### src/hw/rtl/piecewise_linear_curve_lookup_defines.svh
// Assertion macros shared by the curve lookup RTL.
// No dependencies; included by files that carry concurrent checks.
`ifndef PIECEWISE_LINEAR_CURVE_LOOKUP_DEFINES_SVH
`define PIECEWISE_LINEAR_CURVE_LOOKUP_DEFINES_SVH

// Same-cycle implication, disabled while reset is asserted.
`define PLCL_ASSERT_NOW(label, clk, rst_n, ante, cons, msg) \
  label: assert property (@(posedge clk) disable iff (!rst_n) (ante) |-> (cons)) \
    else $error(msg);

// Next-cycle implication, disabled while reset is asserted.
`define PLCL_ASSERT_NEXT(label, clk, rst_n, ante, cons, msg) \
  label: assert property (@(posedge clk) disable iff (!rst_n) (ante) |=> (cons)) \
    else $error(msg);

`endif

### src/hw/rtl/plcl_pkg.sv
// Shared types and constants for the piecewise-linear curve lookup.
// No dependencies; imported by plcl_div and the top level.
package plcl_pkg;

  localparam int MAX_POINTS = 16;
  localparam int IDX_W      = $clog2(MAX_POINTS);
  localparam int HALF_PTS   = MAX_POINTS / 2;

  // Divider: 16-bit product over 8-bit span, 8-bit quotient.
  localparam int QUO_W      = 8;
  localparam int DIV_STAGES = 4;
  localparam int DIV_STEP   = QUO_W / DIV_STAGES;

  // Configuration register indexes
  localparam logic [2:0] REG_POINTS_USED = 3'd0;
  localparam logic [2:0] REG_X_LOW       = 3'd1;
  localparam logic [2:0] REG_X_HIGH      = 3'd2;
  localparam logic [2:0] REG_Y_LOW       = 3'd3;
  localparam logic [2:0] REG_Y_HIGH      = 3'd4;
  localparam logic [2:0] REG_BELOW       = 3'd5;
  localparam logic [2:0] REG_ABOVE       = 3'd6;

  typedef enum logic [1:0] {
    REGION_BELOW  = 2'd0,
    REGION_INSIDE = 2'd1,
    REGION_ABOVE  = 2'd2
  } region_t;

  // Sideband that rides along with the divider.
  typedef struct packed {
    logic        valid;
    region_t     region;
    logic        use_fixed;
    logic        neg;
    logic [7:0]  y1;
    logic [7:0]  fixed;
  } plcl_side_t;

endpackage

### src/hw/rtl/piecewise_linear_curve_lookup.sv
// Piecewise-linear curve lookup: maps an 8-bit x through up to 16 breakpoints.
// An x value is answered through segment search, offset and product, four
// divider stages (two quotient bits each) and the output register; one request
// can be taken every cycle while the output is not stalled. The pipeline
// advances as a whole; it stops only while a result waits at the output.
// Below the first breakpoint the result is below_value with region 0, above
// the last it is above_value with region 2, otherwise the interpolated or
// segment end value with region 1. Write configuration only while no request
// is in flight. Depends on plcl_pkg, plcl_div and the assertion macro header.
`include "piecewise_linear_curve_lookup_defines.svh"

module piecewise_linear_curve_lookup
  import plcl_pkg::*;
(
  input  logic        clk,
  input  logic        rst_n,
  input  logic        in_tvalid,
  output logic        in_tready,
  input  logic [7:0]  in_tdata,   // [7:0] x_value
  output logic        out_tvalid,
  input  logic        out_tready,
  output logic [7:0]  out_tdata,  // [7:0] y_value
  output logic [1:0]  out_tuser,  // [1:0] region
  input  logic        cfg_valid,
  output logic        cfg_ready,
  input  logic [2:0]  cfg_index,
  input  logic [63:0] cfg_data
);

  // Configuration registers
  logic [4:0]  points_used_r;
  logic [63:0] x_low_r, x_high_r, y_low_r, y_high_r;
  logic [7:0]  below_value_r, above_value_r;

  assign cfg_ready = 1'b1;

  always_ff @(posedge clk) begin
    if (!rst_n) begin
      points_used_r <= 5'd2;
      x_low_r       <= '0;
      x_high_r      <= '0;
      y_low_r       <= '0;
      y_high_r      <= '0;
      below_value_r <= 8'd55;
      above_value_r <= 8'd0;
    end else if (cfg_valid) begin
      case (cfg_index)
        REG_POINTS_USED: points_used_r <= cfg_data[4:0];
        REG_X_LOW:       x_low_r       <= cfg_data;
        REG_X_HIGH:      x_high_r      <= cfg_data;
        REG_Y_LOW:       y_low_r       <= cfg_data;
        REG_Y_HIGH:      y_high_r      <= cfg_data;
        REG_BELOW:       below_value_r <= cfg_data[7:0];
        REG_ABOVE:       above_value_r <= cfg_data[7:0];
        default: ;
      endcase
    end
  end

  logic [7:0] xb [MAX_POINTS];
  logic [7:0] yb [MAX_POINTS];

  always_comb begin
    for (int i = 0; i < HALF_PTS; i++) begin
      xb[i]            = x_low_r[i*8 +: 8];
      xb[i + HALF_PTS] = x_high_r[i*8 +: 8];
      yb[i]            = y_low_r[i*8 +: 8];
      yb[i + HALF_PTS] = y_high_r[i*8 +: 8];
    end
  end

  // Whole-pipeline advance
  logic en;
  logic out_valid_r;
  assign en        = !out_valid_r || out_tready;
  assign in_tready = en;

  // ---------------- Stage 1: segment search
  logic [IDX_W-1:0] last_idx, seg_idx;
  logic [7:0]       x_in;
  region_t          region_nxt;

  assign x_in = in_tdata[7:0];

  always_comb begin
    if (points_used_r < 5'd2) begin
      last_idx = IDX_W'(1);
    end else if (points_used_r > 5'(MAX_POINTS)) begin
      last_idx = IDX_W'(MAX_POINTS - 1);
    end else begin
      last_idx = IDX_W'(points_used_r - 5'd1);
    end
    // first breakpoint above x, clamped to the last segment
    seg_idx = last_idx;
    for (int i = MAX_POINTS - 2; i >= 1; i--) begin
      if ((x_in < xb[i]) && (IDX_W'(i) < last_idx)) begin
        seg_idx = IDX_W'(i);
      end
    end
    if (x_in < xb[0]) begin
      region_nxt = REGION_BELOW;
    end else if (x_in > xb[last_idx]) begin
      region_nxt = REGION_ABOVE;
    end else begin
      region_nxt = REGION_INSIDE;
    end
  end

  logic       s1_valid_r;
  region_t    s1_region_r;
  logic [7:0] s1_x_r, s1_x1_r, s1_x2_r, s1_y1_r, s1_y2_r, s1_clamp_r;

  always_ff @(posedge clk) begin
    if (!rst_n) begin
      s1_valid_r <= 1'b0;
    end else if (en) begin
      s1_valid_r <= in_tvalid;
    end
  end

  always_ff @(posedge clk) begin
    if (en) begin
      s1_region_r <= region_nxt;
      s1_x_r      <= x_in;
      s1_x1_r     <= xb[seg_idx - IDX_W'(1)];
      s1_x2_r     <= xb[seg_idx];
      s1_y1_r     <= yb[seg_idx - IDX_W'(1)];
      s1_y2_r     <= yb[seg_idx];
      s1_clamp_r  <= (region_nxt == REGION_BELOW) ? below_value_r : above_value_r;
    end
  end

  // ---------------- Stage 2: offset, span, magnitude and product
  plcl_side_t  side_nxt;
  logic [15:0] prod_nxt;
  logic [7:0]  span, offset, mag;

  always_comb begin
    span   = s1_x2_r - s1_x1_r;
    offset = s1_x_r - s1_x1_r;
    side_nxt.valid     = s1_valid_r;
    side_nxt.region    = s1_region_r;
    side_nxt.y1        = s1_y1_r;
    side_nxt.neg       = !(s1_y1_r < s1_y2_r);
    mag = side_nxt.neg ? (s1_y1_r - s1_y2_r) : (s1_y2_r - s1_y1_r);
    side_nxt.use_fixed = 1'b1;
    side_nxt.fixed     = s1_y1_r;
    if (s1_region_r != REGION_INSIDE) begin
      side_nxt.fixed = s1_clamp_r;
    end else if (s1_x_r < s1_x1_r) begin
      side_nxt.fixed = s1_y1_r;
    end else if (s1_x_r > s1_x2_r) begin
      side_nxt.fixed = s1_y2_r;
    end else if (span != 8'd0) begin
      side_nxt.use_fixed = 1'b0;
    end
    prod_nxt = {8'd0, mag} * {8'd0, offset};
  end

  plcl_side_t  s2_side_r;
  logic [15:0] s2_prod_r;
  logic [7:0]  s2_span_r;

  always_ff @(posedge clk) begin
    if (!rst_n) begin
      s2_side_r <= '0;
    end else if (en) begin
      s2_side_r <= side_nxt;
    end
  end

  always_ff @(posedge clk) begin
    if (en) begin
      s2_prod_r <= prod_nxt;
      s2_span_r <= span;
    end
  end

  // ---------------- Stages 3..6: divide
  plcl_side_t div_side;
  logic [7:0] div_quot;

  plcl_div u_div (
    .clk         (clk),
    .rst_n       (rst_n),
    .en          (en),
    .in_side     (s2_side_r),
    .in_dividend (s2_prod_r),
    .in_divisor  (s2_span_r),
    .out_side    (div_side),
    .out_quot    (div_quot)
  );

  // ---------------- Stage 7: output register
  logic [7:0] y_nxt;
  logic [7:0] y_r;
  region_t    region_r;

  always_comb begin
    if (div_side.use_fixed) begin
      y_nxt = div_side.fixed;
    end else if (div_side.neg) begin
      y_nxt = div_side.y1 - div_quot;
    end else begin
      y_nxt = div_side.y1 + div_quot;
    end
  end

  always_ff @(posedge clk) begin
    if (!rst_n) begin
      out_valid_r <= 1'b0;
    end else if (en) begin
      out_valid_r <= div_side.valid;
    end
  end

  always_ff @(posedge clk) begin
    if (en) begin
      y_r      <= y_nxt;
      region_r <= div_side.region;
    end
  end

  assign out_tvalid = out_valid_r;
  assign out_tdata  = y_r;
  assign out_tuser  = region_r;

  `PLCL_ASSERT_NOW(a_below_value, clk, rst_n, out_valid_r && (region_r == REGION_BELOW), y_r == below_value_r, "below region must return below_value")
  `PLCL_ASSERT_NOW(a_above_value, clk, rst_n, out_valid_r && (region_r == REGION_ABOVE), y_r == above_value_r, "above region must return above_value")
  `PLCL_ASSERT_NEXT(a_stall_hold, clk, rst_n, out_valid_r && !out_tready, (y_r == $past(y_r)) && (region_r == $past(region_r)) && (s1_valid_r == $past(s1_valid_r)), "stalled pipeline must not advance")

endmodule

### src/hw/rtl/plcl_div.sv
// Pipelined restoring divider, DIV_STEP quotient bits per stage.
// Depends on plcl_pkg for widths and the sideband struct.
module plcl_div
  import plcl_pkg::*;
(
  input  logic               clk,
  input  logic               rst_n,
  input  logic               en,
  input  plcl_side_t         in_side,
  input  logic [2*QUO_W-1:0] in_dividend,
  input  logic [QUO_W-1:0]   in_divisor,
  output plcl_side_t         out_side,
  output logic [QUO_W-1:0]   out_quot
);

  typedef struct packed {
    logic [QUO_W-1:0] rem;
    logic [QUO_W-1:0] low;
    logic [QUO_W-1:0] quo;
    logic [QUO_W-1:0] dvs;
  } plcl_div_t;

  plcl_div_t  stage_r   [DIV_STAGES];
  plcl_div_t  stage_nxt [DIV_STAGES];
  plcl_side_t side_r    [DIV_STAGES];

  function automatic plcl_div_t div_steps(plcl_div_t s);
    plcl_div_t  o;
    logic [QUO_W:0] t;
    o = s;
    for (int i = 0; i < DIV_STEP; i++) begin
      t = {o.rem, o.low[QUO_W-1]};
      o.low = {o.low[QUO_W-2:0], 1'b0};
      if (t >= {1'b0, o.dvs}) begin
        o.rem = QUO_W'(t - {1'b0, o.dvs});
        o.quo = {o.quo[QUO_W-2:0], 1'b1};
      end else begin
        o.rem = t[QUO_W-1:0];
        o.quo = {o.quo[QUO_W-2:0], 1'b0};
      end
    end
    return o;
  endfunction

  // The quotient never exceeds QUO_W bits when it is used, so the
  // upper half of the dividend seeds the partial remainder.
  always_comb begin
    plcl_div_t first;
    first.rem = in_dividend[2*QUO_W-1:QUO_W];
    first.low = in_dividend[QUO_W-1:0];
    first.quo = '0;
    first.dvs = in_divisor;
    stage_nxt[0] = div_steps(first);
    for (int k = 1; k < DIV_STAGES; k++) begin
      stage_nxt[k] = div_steps(stage_r[k-1]);
    end
  end

  always_ff @(posedge clk) begin
    if (!rst_n) begin
      for (int k = 0; k < DIV_STAGES; k++) begin
        side_r[k] <= '0;
      end
    end else if (en) begin
      side_r[0] <= in_side;
      for (int k = 1; k < DIV_STAGES; k++) begin
        side_r[k] <= side_r[k-1];
      end
    end
  end

  always_ff @(posedge clk) begin
    if (en) begin
      for (int k = 0; k < DIV_STAGES; k++) begin
        stage_r[k] <= stage_nxt[k];
      end
    end
  end

  assign out_side = side_r[DIV_STAGES-1];
  assign out_quot = stage_r[DIV_STAGES-1].quo;

endmodule

### config.mk
export PLATFORM = sky130hd
export DESIGN_NAME = piecewise_linear_curve_lookup
export DESIGN_NICKNAME = d
export VERILOG_FILES = /design/src/hw/rtl/plcl_pkg.sv /design/src/hw/rtl/piecewise_linear_curve_lookup.sv /design/src/hw/rtl/plcl_div.sv
export VERILOG_INCLUDE_DIRS = /design/src /design/src/hw/rtl
export SDC_FILE = /design/constraint.sdc
export NUM_CORES = 2
export LEC_CHECK = 0
export BUFFER_PORTS_ARGS = -buffer_cell sky130_fd_sc_hd__buf_2
export CAP_MARGIN = 25
export CORE_MARGIN = 1
export CORE_UTILIZATION = 46
export DETAILED_ROUTE_END_ITERATION = 6
export GPL_TIMING_DRIVEN = 0
export MAX_ROUTING_LAYER = met4
export PLACE_DENSITY_LB_ADDON = 0.12
export SLEW_MARGIN = 20
export SYNTH_ARGS = -nofsm -noshare
export SYNTH_HDL_FRONTEND = slang
export SYNTH_SLANG_ARGS = --single-unit
### constraint.sdc
create_clock -name clk -period 11.14 [get_ports clk]
set_clock_uncertainty 0.2 [all_clocks]
set_input_delay 1.114 -clock clk [delete_from_list [all_inputs] [get_ports clk]]
set_output_delay 1.114 -clock clk [all_outputs]
set_load 0.05 [all_outputs]
==> results.yml <==
floorplan:
  die_x_um: 276
  die_h_um: 276
  start_util_pct: 46.4
  die_area_sq_mm: 0.0762
  core_area_sq_mm: 0.0744
  ios: 93
  rows: 100
placed_design:
  dp_cells: 4895
  placed_area_sq_mm: 0.0365
  dpl_worst_slack_ns: 2.81
  numPortBuffers: 88
  dp_hpwl_um: 100000
  place.gp.congestion: 1.07
clock_tree:
  post-cts-setup-buffers: 0
  clk_pin_slew_ns: 0.06
  cts.hold.buffers_added: 0
  cts_buffers: 60
  cts_root_buffer: "clkbuf_16"
  cts_tree: "yes"
  clkLatencyLatePin_ns: 0.68
  clock_sinks: 548
  htree_num_levels: 2
  clockBufferDepth: 3
  ctsResizeCount: 0
sta:
  holdWs_ns: 0.217
  worstMarginPinSlew_ns: 1.05
  drv_slew: 0
  setup_viol: 0
  finalCritPeriodShare_pct: 75.1
  relSlewSlack_pct: 29.5
  period_minus_slack_ns: 8.37
  finalSetupTns_ns: 0
  finalHoldViolations: 0
  rsz0062_at_grt: "false"
  max_freq_ghz: 0.119
  fin_ws_ns: 2.77
worst_setup_path:
  crit_required_ns: 11.34
  critPathMaxFanout: 10
  cp_common_cell: "inv_1"
  reg2regPathDepth: 34
  r2r-start: "s1_y1_r[0]"
  cp_slowest_stage_delay_ns: 0.53
  cp-start-kind: "register"
  r2r_slack_ns: 2.77
  worstSetupPathType: "reg2reg"
  worstPathArrival_ns: 8.57
  timing.rr.end: "s2_prod_r[15]"
  cpMaxStageDelayCell: "fa_1"
  end_kind: "register"
synthesis:
  ys_types: 88
  postSynthAreaPerCell_sq_um: 9.04
  yosys_warnings: 0
  ys_seq_elements: 548
  synth_nets: 4213
  synth_edf_count: 248
  syn-cell-area_sq_mm: 0.0346
  async_flop_share_pct: 0
  synth-main-ff-cell: "dfxtp_1"
  synth_cells: 3825
  seq_area_frac_synth_pct: 38.9
grt:
  grt_util_all_layers_pct: 34.3
  grt_pass1_wl_um: 188000
  grt_max_degree: 55
  grt_overflow: 0
  grt_pass1_vias: 28600
  antenna_found_initial: 7
final_layout:
  final_core_util_pct: 51.9
  fin_area_sq_mm: 0.0386
  syn2layout_area_growth_pct: 11.7
  layout-drive-gt1-share_pct: 9.56
  nets: 4377
  mostFrequentLayoutCells: "nand2_1, dfxtp_1, inv_1"
  final_common_cell: "nand2_1"
  final_cells: 5014
drt:
  first_pass_iters: 7
  vias: 29900
  viasPerCell: 5.96
  routed_wl_um: 129000
  route.detailed.drc: 3
  drtIter0Drc: 3241
  wl_per_cell_um: 25.8
  drtAntennaViolNets: 0
power_and_ir_drop:
  power_density_mw_per_mm2: 347
  p_total_mw: 13.4
  p_leak_nw: 15.3
  ir_worst_vdd_mv: 0.756
min_path:
  min_path_cells: 0
  hold_path_end: "u_div.stage_r[0][17]"
  worstHoldStart: "s2_prod_r[1]"
  hp-class: "reg2reg"
status:
  status: "complete, but fails checks"
  violations: "DRC"
run:
  drv_cap: 0
## power by group
part / total (mW) / switching (mW) / internal [mW]
sequential: 3.05 / 0.177 / 2.87
clock: 2.14 / 0.878 / 1.26
combinational: 8.20 / 4.58 / 3.62
## registers in the layout, indices dropped and copies added (netlist names), 16 cells and up
name and flops:
s2_prod_r 16, s2_side_r 21, u_div.side_r 84, u_div.stage_r 80
x_high_r 64, x_low_r 64, y_high_r 64, y_low_r 64
## worst max path at each step
stage	endpoint	start	cells after the start	slack, ns
4_1_cts	s2_prod_r[15]	s1_y1_r[0]	34	2.75
3_5_place_dp	s2_prod_r[15]	s1_y1_r[0]	34	2.81
5_1_grt	s2_prod_r[15]	s1_y1_r[0]	35	2.24
2_1_floorplan	in_tready	out_tready	4	3.35
3_3_place_gp	in_tready	out_tready	6	0.46
6_report	s2_prod_r[15]	s1_y1_r[0]	34	2.77
## metal layers
metal,global-route usage [%],vias up,share of wire (%)
met1,40.7,14100,39
met5,-,-,0
met2,54.8,1393,46
met4,20.9,0,7.4
met3,5.45,432,7.8
li1,-,13900,-
## layout make-up
type,count,area [sq um]
buffer,233,1010
fill,6994,35800
multi-input combinational,2745,19000
inverter,299,1120
timing repair buffer,102,632
tap,969,1210
antenna,6,15.0
clock inverter,29,433
sequential,548,13500
clock buffer,83,1710
## cells in the mapped netlist, types with 7 or more instances
cell type  count  share of area (%)
clkbuf_1     177                1.9
a211oi_2       7               0.25
or3_1          7               0.13
a222oi_1      62                1.8
nand2_1      683                7.4
a21oi_1      147                2.1
o21ai_0      184                2.7
or2_2         13               0.24
mux2_2        75                2.4
o211ai_1       9               0.20
inv_1        299                3.2
a221oi_1      28               0.71
a22o_1        23               0.58
a22oi_2       10               0.36
xnor2_1       52                1.3
and3_1        92                1.7
buf_4         14               0.30
o22ai_1       24               0.43
a211oi_1      26               0.56
a21o_1        41               0.89
a221o_1       15               0.43
mux2i_1       65                1.9
o32ai_1        7               0.18
a22oi_1       21               0.46
edfxtp_1     248                 22
nand2b_1      33               0.60
fa_1          48                2.8
o21bai_1       9               0.20
dfxtp_1      300                 17
buf_2         29               0.42
nand4_1       17               0.31
nor3_1        32               0.46
buf_1          7              0.076
xor2_1        16               0.41
o21ai_1       14               0.20
ha_1         260                9.4
o21a_1        15               0.33
nand3_1       60               0.87
o221ai_1      19               0.48
a21boi_0     297                6.4
a31oi_1       11               0.20
nor2b_1       50               0.90
nor2_1       182                2.0
o211a_1       11               0.32
## critical path, delay by kind of cell (launching register included)
family	cells	cell delay, ns
muxes	1	0.43
xor gates and xnor gates	2	0.32
buffers and inverters	8	1.08
DFF	1	0.52
and+or+nand+nor	3	0.36
adders and majority gates	7	2.93
AOI/OAI and AO/OA	13	2.29
## cells by family (layout without fill, tap and decap cells)
| family | after synthesis | count (layout) | synth area share [%] |
|---|---|---|---|
| fa+ha+maj | 308 | 308 | 12.2 |
| flops | 548 | 548 | 38.9 |
| mux | 143 | 143 | 4.47 |
| compound gates | 1025 | 1025 | 21.2 |
| other cells | 1 | 7 | 0.0108 |
| simple gates | 1200 | 1200 | 15.3 |
| xor+xnor | 68 | 68 | 1.72 |
| buf+inv | 532 | 746 | 6.16 |
Power figures use the tool's default switching activity.
